<file path="config.mk">
export PLATFORM = sky130hd
export DESIGN_NAME = bat_ctrl
export DESIGN_NICKNAME = d
export VERILOG_FILES = /design/src/design/bat_pkg.sv /design/src/design/bat_ctrl.sv
export SDC_FILE = /design/constraint.sdc
export NUM_CORES = 1
export LEC_CHECK = 0
export ABC_AREA = 0
export BUFFER_PORTS_ARGS = -buffer_cell sky130_fd_sc_hd__buf_4
export CAP_MARGIN = 40
export CORE_MARGIN = 2
export CORE_UTILIZATION = 41
export DETAILED_ROUTE_END_ITERATION = 10
export GPL_TIMING_DRIVEN = 1
export PLACE_DENSITY_LB_ADDON = 0.25
export SYNTH_ARGS = -nofsm -noshare
export SYNTH_HDL_FRONTEND = slang
export SYNTH_SLANG_ARGS = --single-unit
</file>
<file path="constraint.sdc">
create_clock -name clk -period 3.4 [get_ports clk]
set_input_delay 0.34 -clock clk [delete_from_list [all_inputs] [get_ports clk]]
set_output_delay 0.34 -clock clk [all_outputs]
set_load 0.01 [all_outputs]
</file>
<file path="src/design/bat_pkg.sv">
`timescale 1ns / 1ps

package bat_pkg;

	localparam int BLOCKS      = 1024;
	localparam int BLOCK_BYTES = 32;

	localparam int POOL_BYTES = BLOCKS * BLOCK_BYTES;
	localparam int IDX_W      = $clog2(BLOCKS);
	localparam int CNT_W      = $clog2(BLOCKS + 1);
	localparam int NEED_W     = $clog2((65535 + BLOCK_BYTES - 1) / BLOCK_BYTES + 1);

	localparam int SIZE_W    = 16;
	localparam int OFF_W     = 15;
	localparam int PCT_W     = 7;
	localparam int STAT_W    = 2;
	localparam int IN_DATA_W = 32;
	localparam int OUT_W     = 24;

	typedef enum logic [STAT_W-1:0] {
		STAT_OK         = 2'd0,
		STAT_ALLOC_FAIL = 2'd1,
		STAT_RANGE      = 2'd2
	} status_t;

	typedef enum logic [2:0] {
		S_CLEAR,
		S_IDLE,
		S_DECODE,
		S_SCAN,
		S_MARK,
		S_FREE_CNT,
		S_FREE_CLR,
		S_RESULT
	} state_t;

	typedef enum logic [2:0] {
		PTR_HOLD,
		PTR_INC,
		PTR_DEC,
		PTR_TOP,
		PTR_START
	} ptr_op_t;

	typedef enum logic [2:0] {
		RD_PTR,
		RD_INC,
		RD_DEC,
		RD_TOP,
		RD_START
	} rd_sel_t;

	typedef enum logic [1:0] {
		CNT_HOLD,
		CNT_NEED,
		CNT_CLAMP,
		CNT_DEC
	} cnt_op_t;

	typedef struct packed {
		logic    load;
		ptr_op_t ptr_op;
		rd_sel_t rd_sel;
		logic    wr_en;
		logic    wr_need;
		logic    run_clr;
		logic    run_upd;
		logic    base_load;
		cnt_op_t cnt_op;
		logic    used_add;
		logic    used_sub;
		logic    res_load;
		status_t res_code;
		logic    res_off_en;
	} dp_cmd_t;

	typedef struct packed {
		logic is_free;
		logic need_bad;
		logic range_bad;
		logic scan_hit;
		logic scan_last;
		logic cnt_none;
		logic cnt_last;
		logic sweep_last;
		logic out_busy;
	} dp_stat_t;

endpackage

</file>
<file path="src/design/bat_ctrl.sv">
`timescale 1ns / 1ps

module bat_ctrl (
	input  logic              clk,
	input  logic              arst_n,
	input  logic              s_axis_tvalid,
	output logic              s_axis_tready,
	input  bat_pkg::dp_stat_t stat,
	output bat_pkg::dp_cmd_t  cmd
);
	import bat_pkg::*;

	state_t  state_q, state_d;
	status_t code_q, code_d;
	logic    off_q, off_d;

	always_ff @(posedge clk or negedge arst_n) begin
		if (!arst_n) begin
			state_q <= S_CLEAR;
			code_q  <= STAT_OK;
			off_q   <= 1'b0;
		end else begin
			state_q <= state_d;
			code_q  <= code_d;
			off_q   <= off_d;
		end
	end

	always_comb begin
		state_d        = state_q;
		code_d         = code_q;
		off_d          = off_q;
		s_axis_tready  = 1'b0;
		cmd            = '0;
		cmd.ptr_op     = PTR_HOLD;
		cmd.rd_sel     = RD_PTR;
		cmd.cnt_op     = CNT_HOLD;
		cmd.res_code   = STAT_OK;
		case (state_q)
			S_CLEAR: begin
				// Sweep the whole table to zero once after reset.
				cmd.wr_en  = 1'b1;
				cmd.ptr_op = PTR_INC;
				if (stat.sweep_last) begin
					state_d = S_IDLE;
				end
			end
			S_IDLE: begin
				s_axis_tready = 1'b1;
				if (s_axis_tvalid) begin
					cmd.load = 1'b1;
					state_d  = S_DECODE;
				end
			end
			S_DECODE: begin
				off_d = 1'b0;
				if (stat.is_free) begin
					if (stat.range_bad) begin
						code_d  = STAT_RANGE;
						state_d = S_RESULT;
					end else begin
						cmd.ptr_op = PTR_START;
						cmd.rd_sel = RD_START;
						state_d    = S_FREE_CNT;
					end
				end else begin
					if (stat.need_bad) begin
						code_d  = STAT_ALLOC_FAIL;
						state_d = S_RESULT;
					end else begin
						cmd.ptr_op  = PTR_TOP;
						cmd.rd_sel  = RD_TOP;
						cmd.run_clr = 1'b1;
						state_d     = S_SCAN;
					end
				end
			end
			S_SCAN: begin
				cmd.run_upd = 1'b1;
				if (stat.scan_hit) begin
					cmd.base_load = 1'b1;
					cmd.cnt_op    = CNT_NEED;
					cmd.used_add  = 1'b1;
					state_d       = S_MARK;
				end else if (stat.scan_last) begin
					code_d  = STAT_ALLOC_FAIL;
					state_d = S_RESULT;
				end else begin
					cmd.ptr_op = PTR_DEC;
					cmd.rd_sel = RD_DEC;
				end
			end
			S_MARK: begin
				cmd.wr_en   = 1'b1;
				cmd.wr_need = 1'b1;
				cmd.ptr_op  = PTR_INC;
				cmd.cnt_op  = CNT_DEC;
				if (stat.cnt_last) begin
					code_d  = STAT_OK;
					off_d   = 1'b1;
					state_d = S_RESULT;
				end
			end
			S_FREE_CNT: begin
				cmd.cnt_op = CNT_CLAMP;
				if (stat.cnt_none) begin
					code_d  = STAT_OK;
					state_d = S_RESULT;
				end else begin
					state_d = S_FREE_CLR;
				end
			end
			S_FREE_CLR: begin
				// Clear the entry just read while fetching the next one up.
				cmd.wr_en    = 1'b1;
				cmd.used_sub = 1'b1;
				cmd.ptr_op   = PTR_INC;
				cmd.rd_sel   = RD_INC;
				cmd.cnt_op   = CNT_DEC;
				if (stat.cnt_last) begin
					code_d  = STAT_OK;
					state_d = S_RESULT;
				end
			end
			S_RESULT: begin
				if (!stat.out_busy) begin
					cmd.res_load   = 1'b1;
					cmd.res_code   = code_q;
					cmd.res_off_en = off_q;
					state_d        = S_IDLE;
				end
			end
			default: begin
				state_d = S_IDLE;
			end
		endcase
	end

endmodule

</file>
Yosys cells after proc, flatten, opt, wreduce, memory -nomap -nowiden --
Cells that the tools add are included.
Operators by class: reductions and logical operators 8, muxes and demuxes 43, eq/ne operators 18
Operators with widths (count):
- 3-bit 2-to-1 mux | 8
- 3-bit case mux with 7 select lines | 1
- 2-bit 2-to-1 mux | 9
- 3-bit case mux with 3 select lines | 2
- 5-bit 2-to-1 mux | 3
- 2-bit != test, second input constant | 7
- 3-bit == test, second input constant | 4
- 1-bit 2-to-1 mux | 12
- 4-bit 2-to-1 mux | 3
- 6-bit 2-to-1 mux | 2
- 3-bit != test, second input constant | 3
- 2-bit case mux with 4 select lines | 1
- 7-bit AND reduction | 1
- 3-bit by 2-bit == test with 1-bit output, second input constant | 2
- 2-bit case mux with 3 select lines | 1
- 5-bit AND reduction | 1
- 4-bit nonzero test | 1
- 3-bit by 1-bit == test with 1-bit output, second input constant | 1
- 3-bit logical NOT | 1
- 3-bit OR reduction | 1
- 2-bit by 1-bit != test with 1-bit output, second input constant | 1
- 1-bit case mux with 2 select lines | 1
- 2-bit AND reduction | 1
- 2-bit nonzero test | 1
- 2-bit OR reduction | 1
Word-level totals: logic and storage cells 72, register bits after elaboration 6

Depth between registers and ports, before layout --
depth after elaboration 4, gate-level depth with buffers 6

Least setup slack after synthesis --
No wires, ideal clock.
path kind flip-flop to output port, start point register state_q[1], end point output port cmd[8] (netlist bit), path slack 1.834 ns, data arrival time 1.226 ns, buffers on the path 1, cell stages (with the launch flop) 6, cell sequence dfrtp_1 > nand2_1 > nor2_1 > nand2_1 > inv_1 > buf_4
RTL lines:
- start: declaration | line bat_ctrl.sv:13 | state_t state_q, state_d;
- start signal: assignment | line bat_ctrl.sv:23 | state_q <= state_d;
- end: declaration | line bat_ctrl.sv:9 | output bat_pkg::dp_cmd_t cmd

==> flow_summary.yaml <==
min_path:
  hold_class: "primary input to flip-flop"
worst_setup_path:
  startpoint_type: "flip-flop"
  max_stage_delay_ns: 0.71
  crit_fanout: 19
  endpoint_kind: "primary output"
  crit_slowest_cell: "dfrtp_1"
  critPathKind: "flip-flop to primary output"
  path_cells: "inv_2, nor3_1, and2_1, buf_4"
  r2r_slack_ns: 1.58
  crit_arrival_ns: 1.89
  critPathRequiredTime_ns: 3.06
finish:
  final_util_pct: 59.4
  final_area_um2: 873
  antenna_cells: 0
  num-nets-final: 118
  area_growth_syn_to_layout_pct: 37.9
  drive_gt1_share_pct: 45.2
  fill_cells: 150
grt:
  grtUsageMet1_pct: 22.1
  grt_max_degree: 20
  grt_use_total_pct: 17.4
  top_usage_layer: "met2"
  grt_pass1_wl_um: 2460
  grt_pass1_vias: 572
  antenna_found_initial: 0
  gr-total-overflow: 0
  met2_usage_pct: 28.1
  globalRouteMet3Util_pct: 6.38
sta:
  fin_crit_sh_pct: 65.6
  rsz0062_at_grt: "false"
  max_freq_mhz: 449
  setup_viol: 0
  finalSetupTns_ns: 0
  max_slew_margin_pct: 60.5
  slew_violations: 0
  tightest_slew_ns: 0.593
  skew_ns: 0.00321
  period_needed_ns: 2.23
  hold_viol: 0
detailed_routing:
  firstDrtPassIters: 4
  drc: 0
  drt_iter0_drc: 9
  wl_per_cell_um: 12.6
  ant_nets: 0
  routed_wirelength_um: 1510
  vias: 661
  routed_via_density: 5.51
placed_design:
  placed_area_um2: 841
  place_congestion: 0.785
  portBuffers: 32
  place_hpwl_um: 1180
synth:
  synth_commonest_cells: "a21oi_1 (8), dfrtp_1 (6), nor2_1 (6), nor3_1 (5), nand2_1 (4)"
  ys_types: 36
  synth_edf_count: 0
  synthesis.nets: 86
  ys.flop_type: "dfrtp_1"
  syn-cell-area_um2: 633
  synth_area_leaders: "dfrtp_1 (24%), a21oi_1 (6.3%), buf_6 (5.3%)"
  yosysMostFrequentCell: "a21oi_1"
  yosysSeqAreaShare_pct: 23.7
  ys_async_sr_fraction_pct: 100
  synth-seq-cells: 6
  synth.top_cell.area_share_pct: 23.7
  yosys.area.top_type: "dfrtp_1"
  yosys_warnings: 0
  syn_area_per_cell_um2: 8.56
  synth_cells: 74
pwr:
  pwr-share-comb_pct: 63.8
  vdd_ir_drop_max_mv: 0.581
  power_density_mw_per_mm2: 788
  clkPwrFrac_pct: 9.5
  swShare_pct: 46.8
  p_switching_mw: 0.322
  p_int_mw: 0.366
  leakage_nw: 0.440
  power_frac_seq_pct: 26.7
clock_tree:
  clk_pin_slew_ns: 0.04
  cts_resized: 0
  htreeDepth: 1
  cts_sinks: 6
  clockBufferDepth: 2
  clockRootBuffer: "clkbuf_4"
  cts_buffers: 3
  cts_tree: "done"
  insertion_delay_ns: 0.24
floorplan:
  die_w_um: 43.3
  die-area_mm2: 0.00187
  rows: 14
  io_pins: 33
  coreArea_mm2: 0.00147
  start_util_pct: 43.0
  die_h_um: 43.3
run:
  maxCapViolCount: 0
run_status:
  outcome: "finished clean"
-- state kept, by name (all words and copies together) (netlist names) --
register  cells
state_q       3
code_q        2
off_q         1
-- stage by stage --
step | worst slack [ns] | std cells | power, mW | hold WS [ns]
4_1_cts | 1.18 | 120 | 0.694 | 0.406
5_1_grt | 0.966 | 120 | 0.750 | 0.429
3_5_place_dp | 1.44 | 116 | 0.625 | 0.150
2_1_floorplan | 1.83 | 74 | 0.502 | 0.0444
6_report | 1.17 | 120 | 0.688 | 0.415
3_3_place_gp | 1.49 | 116 | 0.617 | 0.148
-- cell families after synthesis --
family | after synthesis | share of synthesized area (%)
AO/OA/AOI/OAI | 20 | 25.5
adder cells (fa/ha/maj) | 1 | 1.58
buffers and inverters | 10 | 10.7
flip-flops | 6 | 23.7
multiplexers | 3 | 5.53
AND/OR/NAND/NOR | 34 | 33.0
-- metal layers --
metal,vias to the layer above,part of all wire [%],wire length [um]
met5,-,0,0
met4,0,0,0
met3,0,7.2,108
met2,27,49,735
met1,303,44,662
li1,331,-,-
-- placed cells by master, fill, tap and decap left out --
cell type      count
mux2_4             1
dfrtp_1            6
nor3_2             1
dlygate4sd3_1      1
nor2_1             6
o211ai_2           1
or2_2              1
nor3_4             1
a2111oi_4          1
o21ai_0            3
or4b_4             1
nor3b_1            1
nor4_1             2
a211oi_2           1
buf_4             32
o21a_1             1
maj3_1             1
inv_1              2
and2b_1            1
inv_2              2
nand2_1            4
or4_1              1
nand2b_1           2
or3_1              2
clkbuf_4           3
o21ai_4            1
and2_1             3
a31oi_1            1
a21o_1             2
mux2i_1            2
or2b_1             1
or3_2              1
nor3_1             5
o41ai_1            1
a21oi_1            8
nor2b_1            1
-- repair_timing --
item | in CTS | in global routing
hold buffers | 1 | 0
setup buffers | 0 | 0
setup endpoints to repair | 0 | 0
hold endpoints to repair | 6 | 0
-- worst max-delay path: cells and delay by family (launching register included) --
family / cells / cell delay (ns)
simple gates: 2 / 0.59
buf+inv: 2 / 0.33
flops: 1 / 0.71
-- power by group through the flow --
stage | Clock, mW | Sequential (mW) | Combinational [mW]
after global routing | 0.0762 | 0.195 | 0.479
after global placement | 0 | 0.181 | 0.435
after detailed placement | 0 | 0.184 | 0.441
after floorplan | 0 | 0.125 | 0.377
final | 0.0651 | 0.184 | 0.439
after CTS | 0.0674 | 0.183 | 0.444
-- worst paths after layout --
kind | from | endpoint | cells past startpoint
setup reg to reg | state_q[0] | code_q[1] | 4
hold reg to reg | code_q[1] | code_q[1] | 1
min in group asynchronous | arst_n | code_q[1] | 2
hold / removal | stat[0] | state_q[2] | 3
setup / recovery | state_q[2] | cmd[0] | 4
max in group asynchronous | arst_n | off_q | 2
-- area by class of cell --
class	instances	area, um^2	area share, %
sequential	6	150	17.2
tap	16	20.0	2.29
timing repair buffer	33	250	28.7
inverter	4	15.0	1.72
clock buffer	3	22.5	2.58
multi-input combinational	58	415	47.6
No activity file was read; power rests on OpenSTA's default activity.
